<file path="src/rtl/pbad_pkg.sv">
package pbad_pkg;

  localparam int TABLE_DEPTH = 32;
  localparam int IDX_W       = (TABLE_DEPTH > 1) ? $clog2(TABLE_DEPTH) : 1;
  localparam int CNT_W       = $clog2(TABLE_DEPTH + 1);

  localparam int IN_DATA_W   = 112;
  localparam int OUT_DATA_W  = 152;
  localparam int CFG_DATA_W  = 64;

  localparam logic [15:0] VENDOR_ABSENT = 16'hFFFF;
  localparam logic [31:0] BAR_ALL_ONES  = 32'hFFFF_FFFF;
  localparam logic [31:0] BAR_FLAG_MASK = 32'hFFFF_FFF0;

  localparam logic REQ_PROBE = 1'b0;
  localparam logic REQ_FIND  = 1'b1;

  localparam logic CFG_MMIO_BASE = 1'b0;
  localparam logic CFG_IRQ_BASE  = 1'b1;

  typedef enum logic [2:0] {
    STAT_ABSENT    = 3'd0,
    STAT_RECORDED  = 3'd1,
    STAT_FULL      = 3'd2,
    STAT_FOUND     = 3'd3,
    STAT_NOT_FOUND = 3'd4
  } status_t;

  typedef enum logic [2:0] {
    ST_IDLE,
    ST_SIZE,
    ST_ALIGN,
    ST_ADVANCE,
    ST_SEARCH,
    ST_DONE
  } state_t;

  // one table slot
  typedef struct packed {
    logic [31:0] ids;
    logic [15:0] loc;
    logic [15:0] cls;
    logic [63:0] bar;
    logic [9:0]  irq;
  } entry_t;

  // result transaction, first field in the highest bits
  typedef struct packed {
    logic [9:0]  irq_num;
    logic [31:0] bar_size;
    logic [63:0] bar_base;
    logic [7:0]  subclass_code;
    logic [7:0]  base_class;
    logic [2:0]  func_out;
    logic [4:0]  dev_out;
    logic [7:0]  bus_out;
    logic [4:0]  entry_index;
    status_t     status;
  } result_t;

  typedef struct packed {
    logic calc;
    logic align;
    logic advance;
  } alloc_ctl_t;

endpackage

</file>
<file path="src/rtl/pbad_entry_mem.sv">
module pbad_entry_mem (
  input  logic                    clk,
  input  logic                    we,
  input  logic [pbad_pkg::IDX_W-1:0] waddr,
  input  pbad_pkg::entry_t        wdata,
  input  logic [pbad_pkg::IDX_W-1:0] raddr,
  output pbad_pkg::entry_t        rdata
);
  import pbad_pkg::*;

  entry_t mem [TABLE_DEPTH];

  always_ff @(posedge clk) begin
    if (we) begin
      mem[waddr] <= wdata;
    end
  end

  always_ff @(posedge clk) begin
    rdata <= mem[raddr];
  end

endmodule

</file>
<file path="config.mk">
export PLATFORM = sky130hd
export DESIGN_NAME = pbad_entry_mem
export DESIGN_NICKNAME = d
export VERILOG_FILES = /design/src/rtl/pbad_pkg.sv /design/src/rtl/pbad_entry_mem.sv
export SDC_FILE = /design/constraint.sdc
export NUM_CORES = 2
export LEC_CHECK = 0
export ABC_AREA = 1
export BUFFER_PORTS_ARGS = -buffer_cell sky130_fd_sc_hd__buf_2
export CAP_MARGIN = 0
export CORE_MARGIN = 2
export CORE_UTILIZATION = 45
export CTS_CLUSTER_SIZE = 30
export DETAILED_ROUTE_END_ITERATION = 12
export PLACE_DENSITY = 0.58
export SLEW_MARGIN = 40
export SYNTH_ARGS = -nofsm -noshare
export SYNTH_HDL_FRONTEND = slang
export SYNTH_MEMORY_MAX_BITS = 65536
export SYNTH_SLANG_ARGS = --single-unit
</file>
<file path="constraint.sdc">
create_clock -name clk -period 13.15 [get_ports clk]
set_input_delay 0 -clock clk [delete_from_list [all_inputs] [get_ports clk]]
set_output_delay 0 -clock clk [all_outputs]
set_load 0.01 [all_outputs]
</file>
==> results.json <==
{
  "finalMaxSlewViolations": 0,
  "htreeDepth": 5,
  "hpwl_mm": 252,
  "clock-sinks": 4554,
  "cap_violations": 0,
  "slew_headroom": 0.353,
  "drt-initial-drc-count": 13200,
  "power_frac_seq": 0.526,
  "grt_first_pass_wirelength_mm": 769,
  "pre_cts_ws_ps": 8080,
  "grt_pass1_vias": 109000,
  "worstHoldPathCells": 2,
  "netlist_instances": 14300,
  "min_period_ps": 4560,
  "synth_top_cell_by_area": "edfxtp_1",
  "worstPathRequired_ps": 14050,
  "routed_wl_mm": 534,
  "fin_nets": 14600,
  "yosys_warnings": 0,
  "drive_above_1_share": 0.0826,
  "grt-busiest-layer": "met2",
  "row_count": 231,
  "postSynthAreaPerCell_sq_um": 12.5,
  "die_w_um": 634,
  "crit_path_max_incr_delay_ps": 770,
  "clkPwrFrac": 0.417,
  "setup_tns_ps": 0,
  "final.setup.worst_slack_ps": 8590,
  "final_cell_mix": "4,554 x nand2_1, 4,416 x edfxtp_1, 4,149 x nand3_1",
  "root_buffer": "clkbuf_16",
  "num-fill-cells": 34000,
  "cpLargestDelayFamily": "buffers and inverters",
  "die-area_sq_um": 402000,
  "outcome": "finished, final reports clean",
  "die_h_um": 634,
  "netSwitchingFraction": 0.225,
  "p_switching_w": 0.00693,
  "hold_violations": 0,
  "clk_pin_slew_ps": 60,
  "cts_max_path_buffers": 4,
  "power_density_nw_per_um2": 153,
  "avgViaCountPerCell": 5.72,
  "setup_viol": 0,
  "antenna_found_initial": 48,
  "synth.top_cells.by_area": "edfxtp_1 74%, nand3_1 12%, nand2_1 9.6%",
  "skew_ps": 35.8,
  "path_max_fanout": 60,
  "syn_nets": 14400,
  "hold_path_class": "in2reg",
  "final_core_util": 0.510,
  "worst_pin_slew_ps": 971,
  "worstSetupStartpointType": "primary input",
  "cts_resized": 0,
  "syn_to_final_growth_pct": 12.9,
  "fin_crit_sh": 0.347,
  "synth_top_area_share": 0.743,
  "end_kind": "flip-flop",
  "met2_usage": 0.444,
  "post-cts-setup-buffers": 0,
  "p_leak_nw": 70.6,
  "synth-seq-cells": 4554,
  "netlist-cell-type-count": 16,
  "worstRegToRegCells": 6,
  "postRouteAntennaNets": 0,
  "vias": 115000,
  "use_met3": 0.0325,
  "overflow": 0,
  "pwr-share-comb": 0.057,
  "avgRoutedWirePerCell_um": 26.5,
  "tritoncts": "built",
  "coreArea_sq_um": 395000,
  "crit_arrival_ps": 5460,
  "grt_setup_unrepaired": "false",
  "p_int_w": 0.0239,
  "final_common_cell": "nand2_1",
  "synthesis.area_sq_um": 178000,
  "path_cells": "dlygate4sd3_1 -> buf_8 -> buf_4 -> buf_4 -> buf_4 -> buf_4 -> buf_4 -> nand3_1 -> nand3_1 -> nand3_1 -> nand3_1 -> nand2_1",
  "fmax_mhz": 219,
  "grt_start_max_net_pins": 162,
  "hold_buffers": 172,
  "cts_inserted_buffers": 463,
  "gp_congestion": 0.765,
  "seq_area_frac_synth": 0.759,
  "path_common_cell": "buf_4",
  "cp_slowest_cell": "buf_4",
  "clk_latency_ps": 1000,
  "drc": 0,
  "grtUsageMet1": 0.354,
  "final_cell_count_no_fill": 20100,
  "io_pins": 288,
  "place_inst": 19100,
  "holdWs_ps": 56.4,
  "cp.depth": 12,
  "port_buffers": 287,
  "crit_type": "in2reg",
  "track_usage": 0.261,
  "start_util": 0.451,
  "firstDrtPassIters": 6,
  "crit_buf_inv": 7,
  "vdd_drop_max_mv": 0.118
}
kinds of logic after synthesis:
group                  Yosys count  share of synthesized area
flip-flops                    4554                      0.759
buffers and inverters          960                     0.0285
AND/OR/NAND/NOR               8738                      0.213
metal layers:
metal	share of wire	wire [um]	vias up
li1	-	-	51500
met1	0.41	220000	58200
met2	0.49	262000	4588
met3	0.070	37600	807
met4	0.028	14900	20
met5	0.00023	125	-
cells in the mapped netlist:
master and n:
edfxtp_1 4416, buf_2 605, nand2_1 4554, inv_2 1
inv_4 1, buf_6 18, inv_1 7, nand3_1 4152
clkbuf_1 116, buf_1 59, buf_4 149, buf_8 2
clkbuf_2 1, clkinv_1 1, nor2_1 32, dfxtp_1 138
layout make-up:
class                   count  area [sq um]  share of cell area
well taps                5242          6560              0.0326
repair buffers            724          6460              0.0321
inverters                  10          93.8            0.000466
clock buffers             637         12700              0.0629
multi-input cells        8738         38200               0.190
diodes                     18          45.0            0.000224
clock inverters           226          2020              0.0100
flip-flops and latches   4554        135000               0.672
flip-flops by register name (all words and copies together) (netlist names):
signal	cells
rdata	138
mem	4416
through the flow:
step	instance area [sq um]	power, W
floorplan	178000	0.0175
global placement	184000	0.0182
detailed placement	185000	0.0182
CTS	201000	0.0310
global route	201000	0.0317
finish	201000	0.0308
power groups by stage:
stage / registers, W / logic [W] / clock network (W)
CTS: 0.0162 / 0.00176 / 0.0130
global placement: 0.0165 / 0.00168 / 0
finish: 0.0162 / 0.00175 / 0.0129
global route: 0.0162 / 0.00192 / 0.0136
detailed placement: 0.0165 / 0.00170 / 0
floorplan: 0.0165 / 0.000975 / 0
final timing paths:
| check | start | end | slack (ps) |
|---|---|---|---|
| worst max-delay path | raddr[1] | rdata[52] | 8590 |
| worst max register to register | mem[27][62] | rdata[62] | 11690 |
| worst min-delay path | wdata[5] | mem[3][5] | 60 |
| worst min register to register | mem[4][60] | rdata[60] | 670 |
Note: power is estimated with default switching activity, not from simulation.
