==> src/rtl/pbad_pkg.sv <==
package pbad_pkg;

  localparam int TABLE_DEPTH = 32;
  localparam int IDX_W       = (TABLE_DEPTH > 1) ? $clog2(TABLE_DEPTH) : 1;
  localparam int CNT_W       = $clog2(TABLE_DEPTH + 1);

  localparam int IN_DATA_W   = 112;
  localparam int OUT_DATA_W  = 152;
  localparam int CFG_DATA_W  = 64;

  localparam logic [15:0] VENDOR_ABSENT = 16'hFFFF;
  localparam logic [31:0] BAR_ALL_ONES  = 32'hFFFF_FFFF;
  localparam logic [31:0] BAR_FLAG_MASK = 32'hFFFF_FFF0;

  localparam logic REQ_PROBE = 1'b0;
  localparam logic REQ_FIND  = 1'b1;

  localparam logic CFG_MMIO_BASE = 1'b0;
  localparam logic CFG_IRQ_BASE  = 1'b1;

  typedef enum logic [2:0] {
    STAT_ABSENT    = 3'd0,
    STAT_RECORDED  = 3'd1,
    STAT_FULL      = 3'd2,
    STAT_FOUND     = 3'd3,
    STAT_NOT_FOUND = 3'd4
  } status_t;

  typedef enum logic [2:0] {
    ST_IDLE,
    ST_SIZE,
    ST_ALIGN,
    ST_ADVANCE,
    ST_SEARCH,
    ST_DONE
  } state_t;

  // one table slot
  typedef struct packed {
    logic [31:0] ids;
    logic [15:0] loc;
    logic [15:0] cls;
    logic [63:0] bar;
    logic [9:0]  irq;
  } entry_t;

  // result transaction, first field in the highest bits
  typedef struct packed {
    logic [9:0]  irq_num;
    logic [31:0] bar_size;
    logic [63:0] bar_base;
    logic [7:0]  subclass_code;
    logic [7:0]  base_class;
    logic [2:0]  func_out;
    logic [4:0]  dev_out;
    logic [7:0]  bus_out;
    logic [4:0]  entry_index;
    status_t     status;
  } result_t;

  typedef struct packed {
    logic calc;
    logic align;
    logic advance;
  } alloc_ctl_t;

endpackage

==> src/rtl/pbad_bar_alloc.sv <==
module pbad_bar_alloc (
  input  logic                 clk,
  input  logic                 rst_n,
  input  logic                 base_we,
  input  logic [63:0]          base_value,
  input  pbad_pkg::alloc_ctl_t ctl,
  input  logic [31:0]          bar_readback,
  output logic [63:0]          bar_base,
  output logic [31:0]          bar_size
);
  import pbad_pkg::*;

  logic [63:0] next_addr_r;
  logic [63:0] next_addr_nxt;
  logic [31:0] size_r;
  logic [63:0] size_m1_r;
  logic        has_bar_r;
  logic [63:0] bar_r;
  logic [31:0] flag_cleared;
  logic [63:0] aligned;

  assign flag_cleared = bar_readback & BAR_FLAG_MASK;
  assign aligned      = (next_addr_r + size_m1_r) & ~size_m1_r;

  always_comb begin
    next_addr_nxt = next_addr_r;
    if (base_we) begin
      next_addr_nxt = base_value;
    end else if (ctl.advance && has_bar_r) begin
      next_addr_nxt = bar_r + {32'd0, size_r};
    end
  end

  always_ff @(posedge clk) begin
    if (!rst_n) begin
      next_addr_r <= '0;
    end else begin
      next_addr_r <= next_addr_nxt;
    end
  end

  // size - 1 is ~m when the size is nonzero; a zero size masks everything off
  always_ff @(posedge clk) begin
    if (ctl.calc) begin
      has_bar_r <= (bar_readback != 32'd0) && (bar_readback != BAR_ALL_ONES);
      size_r    <= ((bar_readback != 32'd0) && (bar_readback != BAR_ALL_ONES)) ?
                   (~flag_cleared + 32'd1) : 32'd0;
      size_m1_r <= (flag_cleared == 32'd0) ? {64{1'b1}} : {32'd0, ~flag_cleared};
    end
    if (ctl.align) begin
      bar_r <= has_bar_r ? aligned : 64'd0;
    end
  end

  assign bar_base = bar_r;
  assign bar_size = size_r;

endmodule

==> config.mk <==
export PLATFORM = sky130hd
export DESIGN_NAME = pbad_bar_alloc
export DESIGN_NICKNAME = d
export VERILOG_FILES = /design/src/rtl/pbad_pkg.sv /design/src/rtl/pbad_bar_alloc.sv
export SDC_FILE = /design/constraint.sdc
export NUM_CORES = 1
export LEC_CHECK = 0
export ABC_AREA = 1
export BUFFER_PORTS_ARGS = -buffer_cell sky130_fd_sc_hd__buf_4
export CELL_PAD_IN_SITES_DETAIL_PLACEMENT = 0
export CELL_PAD_IN_SITES_GLOBAL_PLACEMENT = 1
export CORE_MARGIN = 5
export CORE_UTILIZATION = 35
export CTS_CLUSTER_SIZE = 16
export DETAILED_ROUTE_END_ITERATION = 10
export HOLD_SLACK_MARGIN = 0.08
export PLACE_DENSITY = 0.7
export RECOVER_POWER = 25
export SLEW_MARGIN = 15
export SYNTH_ARGS = -nofsm -noshare
export SYNTH_HDL_FRONTEND = slang
export SYNTH_SLANG_ARGS = --single-unit
export TNS_END_PERCENT = 100
==> constraint.sdc <==
create_clock -name clk -period 2.8 [get_ports clk]
set_clock_uncertainty 0.15 [all_clocks]
set_input_delay 0.14 -clock clk [delete_from_list [all_inputs] [get_ports clk]]
set_output_delay 0.14 -clock clk [all_outputs]
set_load 0.02 [all_outputs]
==> results.txt <==
----------------------------------------------------
[Outcome]
  Outcome ... finished, violations left
  Violated checks ... capacitance limit, slew limit

[Logic synthesis]
  Main flop type after synthesis ... sky130_fd_sc_hd__edfxtp_1
  Average cell area after synthesis ... 6.47 um2
  Post-synth EDFFs ... 118
  Mapped cell area ... 15,400 um2
  Post-synthesis cell count ... 2,384
  Yosys reg bits ... 182
  Sequential area share after synthesis ... 0.313
  Count of yosys warnings during synthesis ... 0
  Number of unique standard cell types used by synthesis ... 50
  Synth async-reset ratio ... 0

[Min path]
  Type of the worst min-delay path ... in2reg

[Timing]
  Slew HR ... -0.150
  Final total negative setup slack ... 0 ns
  Number of endpoints failing setup at the final stage ... 0
  Final min period ... 2.76 ns
  Hold Violations, Final ... 0
  Crit share post-route ... 0.986
  WHS ... 0.119 ns
  Number of max-slew violations in the final report ... 78
  Worst-Margin Slew ... 1.73 ns
  Max Fclk ... 362 MHz
  Unrepaired setup endpoints after global routing ... true

[Worst setup path]
  Critical Path End Type ... flop
  Req. time, crit path ... 2.89 ns
  Peak fanout along the critical path ... 20
  Setup CP Type ... reg2reg
  Critical Path Source Type ... flop
  Data arrival time of the worst path ... 2.85 ns

[Floorplan]
  Die boundary width ... 220 um
  Die Outline Area ... 48,400 um2
  Number of rows in the core area ... 77
  Effective utilization at floorplan ... 0.351
  Placeable core area ... 43,900 um2
  IO Pins ... 198
  Die boundary height ... 220 um

[Detailed routing]
  Post-DR wirelength/cell ... 21.4 um
  Drt first-iter violations ... 1,619
  Mean number of vias per cell ... 5.11
  Total number of vias ... 17,700
  Routed wire length ... 74,000 um
  Count of TritonRoute iterations in the first routing pass ... 7
  Remaining number of nets flagged by the antenna check after routing ... 0
  Total DRC errors in the routed layout ... 0

[Placement]
  Port bufs ... 189
  Post-place instance area ... 18,800 um2
  HPWL reported at the end of detailed placement ... 60,900 um
  Global placer's final weighted congestion ... 1.01

[Power]
  Total Power Consumption ... 9550 uW
  Power density normalized to cell area ... 450 nW/um2
  Peak ir drop on the vdd network ... 0.366 mV
  Pleak ... 0.00973 uW

[Finish]
  Reg area ... 4830 um2
  Area of the multi-input gates ... 9770 um2
  Leading cell types in the layout, fill and taps excluded ... sky130_fd_sc_hd__nand2_1, sky130_fd_sc_hd__inv_1, sky130_fd_sc_hd__buf_4
  Final Core Density ... 0.483
  Leading cell type in the layout, fill and taps excluded ... sky130_fd_sc_hd__nand2_1
  Number of fill cells in the layout ... 4,613
  Fraction of layout instances using a drive strength above 1 ... 0.195
  Antenna diode count ... 0
  Final-stage net count ... 3,050
  Post-route design area ... 21,200 um2
  Layout-stage area growth over the synthesis result ... 37.5%

[Clocking]
  Post-CTS clock slew at the launch and capture registers of the worst setup and hold paths ... 0.08 ns
  Latest clock arrival within the worst-skew pair ... 0.49 ns
  CTS sink count ... 182
  CTS root buffer ... sky130_fd_sc_hd__clkbuf_16
  CTS Buffer Depth ... 2
  Clock H-tree levels ... 4
  Inserted Clock Buffers ... 17
  TritonCTS clock tree ... yes

[Global routing]
  Vias in the first global route ... 16,900
  Sum of overflow across all layers after global routing ... 0
  All-Layer GR Usage ... 0.299
  Global-route wire length before repair ... 106,000 um
  Antenna violations before repair ... 5
  Largest net degree at the start of global routing ... 63

[Run]
  Max-cap viol count ... 2

----------------------------------------------------
-- synth_stat cells, types with 4 or more instances --
cell | instances | area (um2)
sky130_fd_sc_hd__nand2_1 | 654 | 2450
sky130_fd_sc_hd__inv_1 | 361 | 1360
sky130_fd_sc_hd__nor2_1 | 351 | 1320
sky130_fd_sc_hd__a21oi_1 | 182 | 911
sky130_fd_sc_hd__nand3_1 | 134 | 671
sky130_fd_sc_hd__edfxtp_1 | 118 | 3540
sky130_fd_sc_hd__o21ai_0 | 108 | 541
sky130_fd_sc_hd__ha_1 | 89 | 1110
sky130_fd_sc_hd__dfxtp_1 | 64 | 1280
sky130_fd_sc_hd__xor2_1 | 44 | 385
sky130_fd_sc_hd__nor3_1 | 37 | 185
sky130_fd_sc_hd__a31oi_1 | 31 | 194
sky130_fd_sc_hd__clkbuf_1 | 27 | 101
sky130_fd_sc_hd__nand4_1 | 24 | 150
sky130_fd_sc_hd__a22o_1 | 21 | 184
sky130_fd_sc_hd__o21bai_1 | 17 | 128
sky130_fd_sc_hd__nor4_1 | 15 | 93.8
sky130_fd_sc_hd__or2_2 | 11 | 68.8
sky130_fd_sc_hd__nand3b_1 | 9 | 67.6
sky130_fd_sc_hd__a21boi_0 | 8 | 60.1
sky130_fd_sc_hd__a21o_1 | 8 | 60.1
sky130_fd_sc_hd__buf_4 | 8 | 60.1
sky130_fd_sc_hd__o21a_1 | 8 | 60.1
sky130_fd_sc_hd__o211ai_1 | 6 | 45.0
sky130_fd_sc_hd__nand2_2 | 5 | 31.3
sky130_fd_sc_hd__nor2_2 | 5 | 31.3
sky130_fd_sc_hd__nor2_4 | 5 | 56.3
sky130_fd_sc_hd__xnor2_1 | 4 | 35.0
-- through the flow --
stage	setup slack (ns)	cells
after floorplan	0.0342	2391
after global placement	-0.172	3304
after detailed placement	-0.220	3304
after CTS	-0.00130	3447
after global routing	-0.114	3463
final	0.0383	3463
-- registers in the layout, summed over array words and instances (netlist names) --
name and cells:
has_bar_r 1, size_m1_r 29, bar_base 60, bar_size 28
next_addr_r 64
-- final timing paths --
path	start	end	slack [ns]	depth (start not counted)
hold reg to reg	next_addr_r[0]$_SDFFE_PN0P_	next_addr_r[0]$_SDFFE_PN0P_	0.33	2
hold / removal	base_we	next_addr_r[10]$_SDFFE_PN0P_	0.12	5
setup / recovery	size_m1_r[62]$_DFFE_PP_	bar_base[60]$_SDFFCE_PN0P_	0.04	12
setup reg to reg	size_m1_r[62]$_DFFE_PP_	bar_base[60]$_SDFFCE_PN0P_	0.04	12
-- final cells by class --
| cell class | instances | share of cell area |
|---|---|---|
| multi-input cells | 1802 | 0.461 |
| repair buffers | 489 | 0.184 |
| inverters | 366 | 0.0648 |
| well taps | 592 | 0.0349 |
| flip-flops and latches | 182 | 0.228 |
| clock buffers | 18 | 0.0212 |
| clock inverters | 14 | 0.00732 |
-- what timing repair did --
item | in CTS | in global routing
pin swaps | 0 | 9
hold buffers | 110 | 0
setup buffers | 1 | 16
setup endpoints to repair | 30 | 65
hold endpoints to repair | 136 | 0
resized for setup | 24 | 147
-- where the power goes --
part | internal [uW] | switching (uW) | total, uW
logic | 1420 | 2070 | 3490
registers | 3100 | 362 | 3460
clock network | 1320 | 1280 | 2600
-- critical path: stages, from the launching register on --
cell and delay, ns:
sky130_fd_sc_hd__edfxtp_1 0.42, sky130_fd_sc_hd__buf_12 0.19, sky130_fd_sc_hd__buf_6 0.19, sky130_fd_sc_hd__ha_4 0.31
sky130_fd_sc_hd__nand2_1 0.08, sky130_fd_sc_hd__nor2_1 0.28, sky130_fd_sc_hd__inv_1 0.12, sky130_fd_sc_hd__nor2_1 0.19
sky130_fd_sc_hd__nand2_1 0.10, sky130_fd_sc_hd__nor3_1 0.13, sky130_fd_sc_hd__nand2_1 0.11, sky130_fd_sc_hd__a21oi_1 0.16
sky130_fd_sc_hd__nor2_1 0.06
-- kinds of logic (layout without fill, tap and decap cells) --
logic type,count (synthesis),in the layout,synth area share
AOI/OAI and AO/OA,393,393,0.144
DFF,182,182,0.313
other,1,8,0.000243
adders and majority gates,90,90,0.0735
buffers and inverters,407,887,0.102
and+or+nand+nor,1263,1263,0.341
xor gates and xnor gates,48,48,0.0273
-- routing by layer --
metal,vias to the layer above,global-route usage,routed length [um]
met2,637,0.436,30700
met3,96,0.0709,6150
met4,0,0.0924,2140
li1,8709,-,-
met1,8255,0.436,35100
met5,-,0,0
Power figures use the tool's default switching activity.
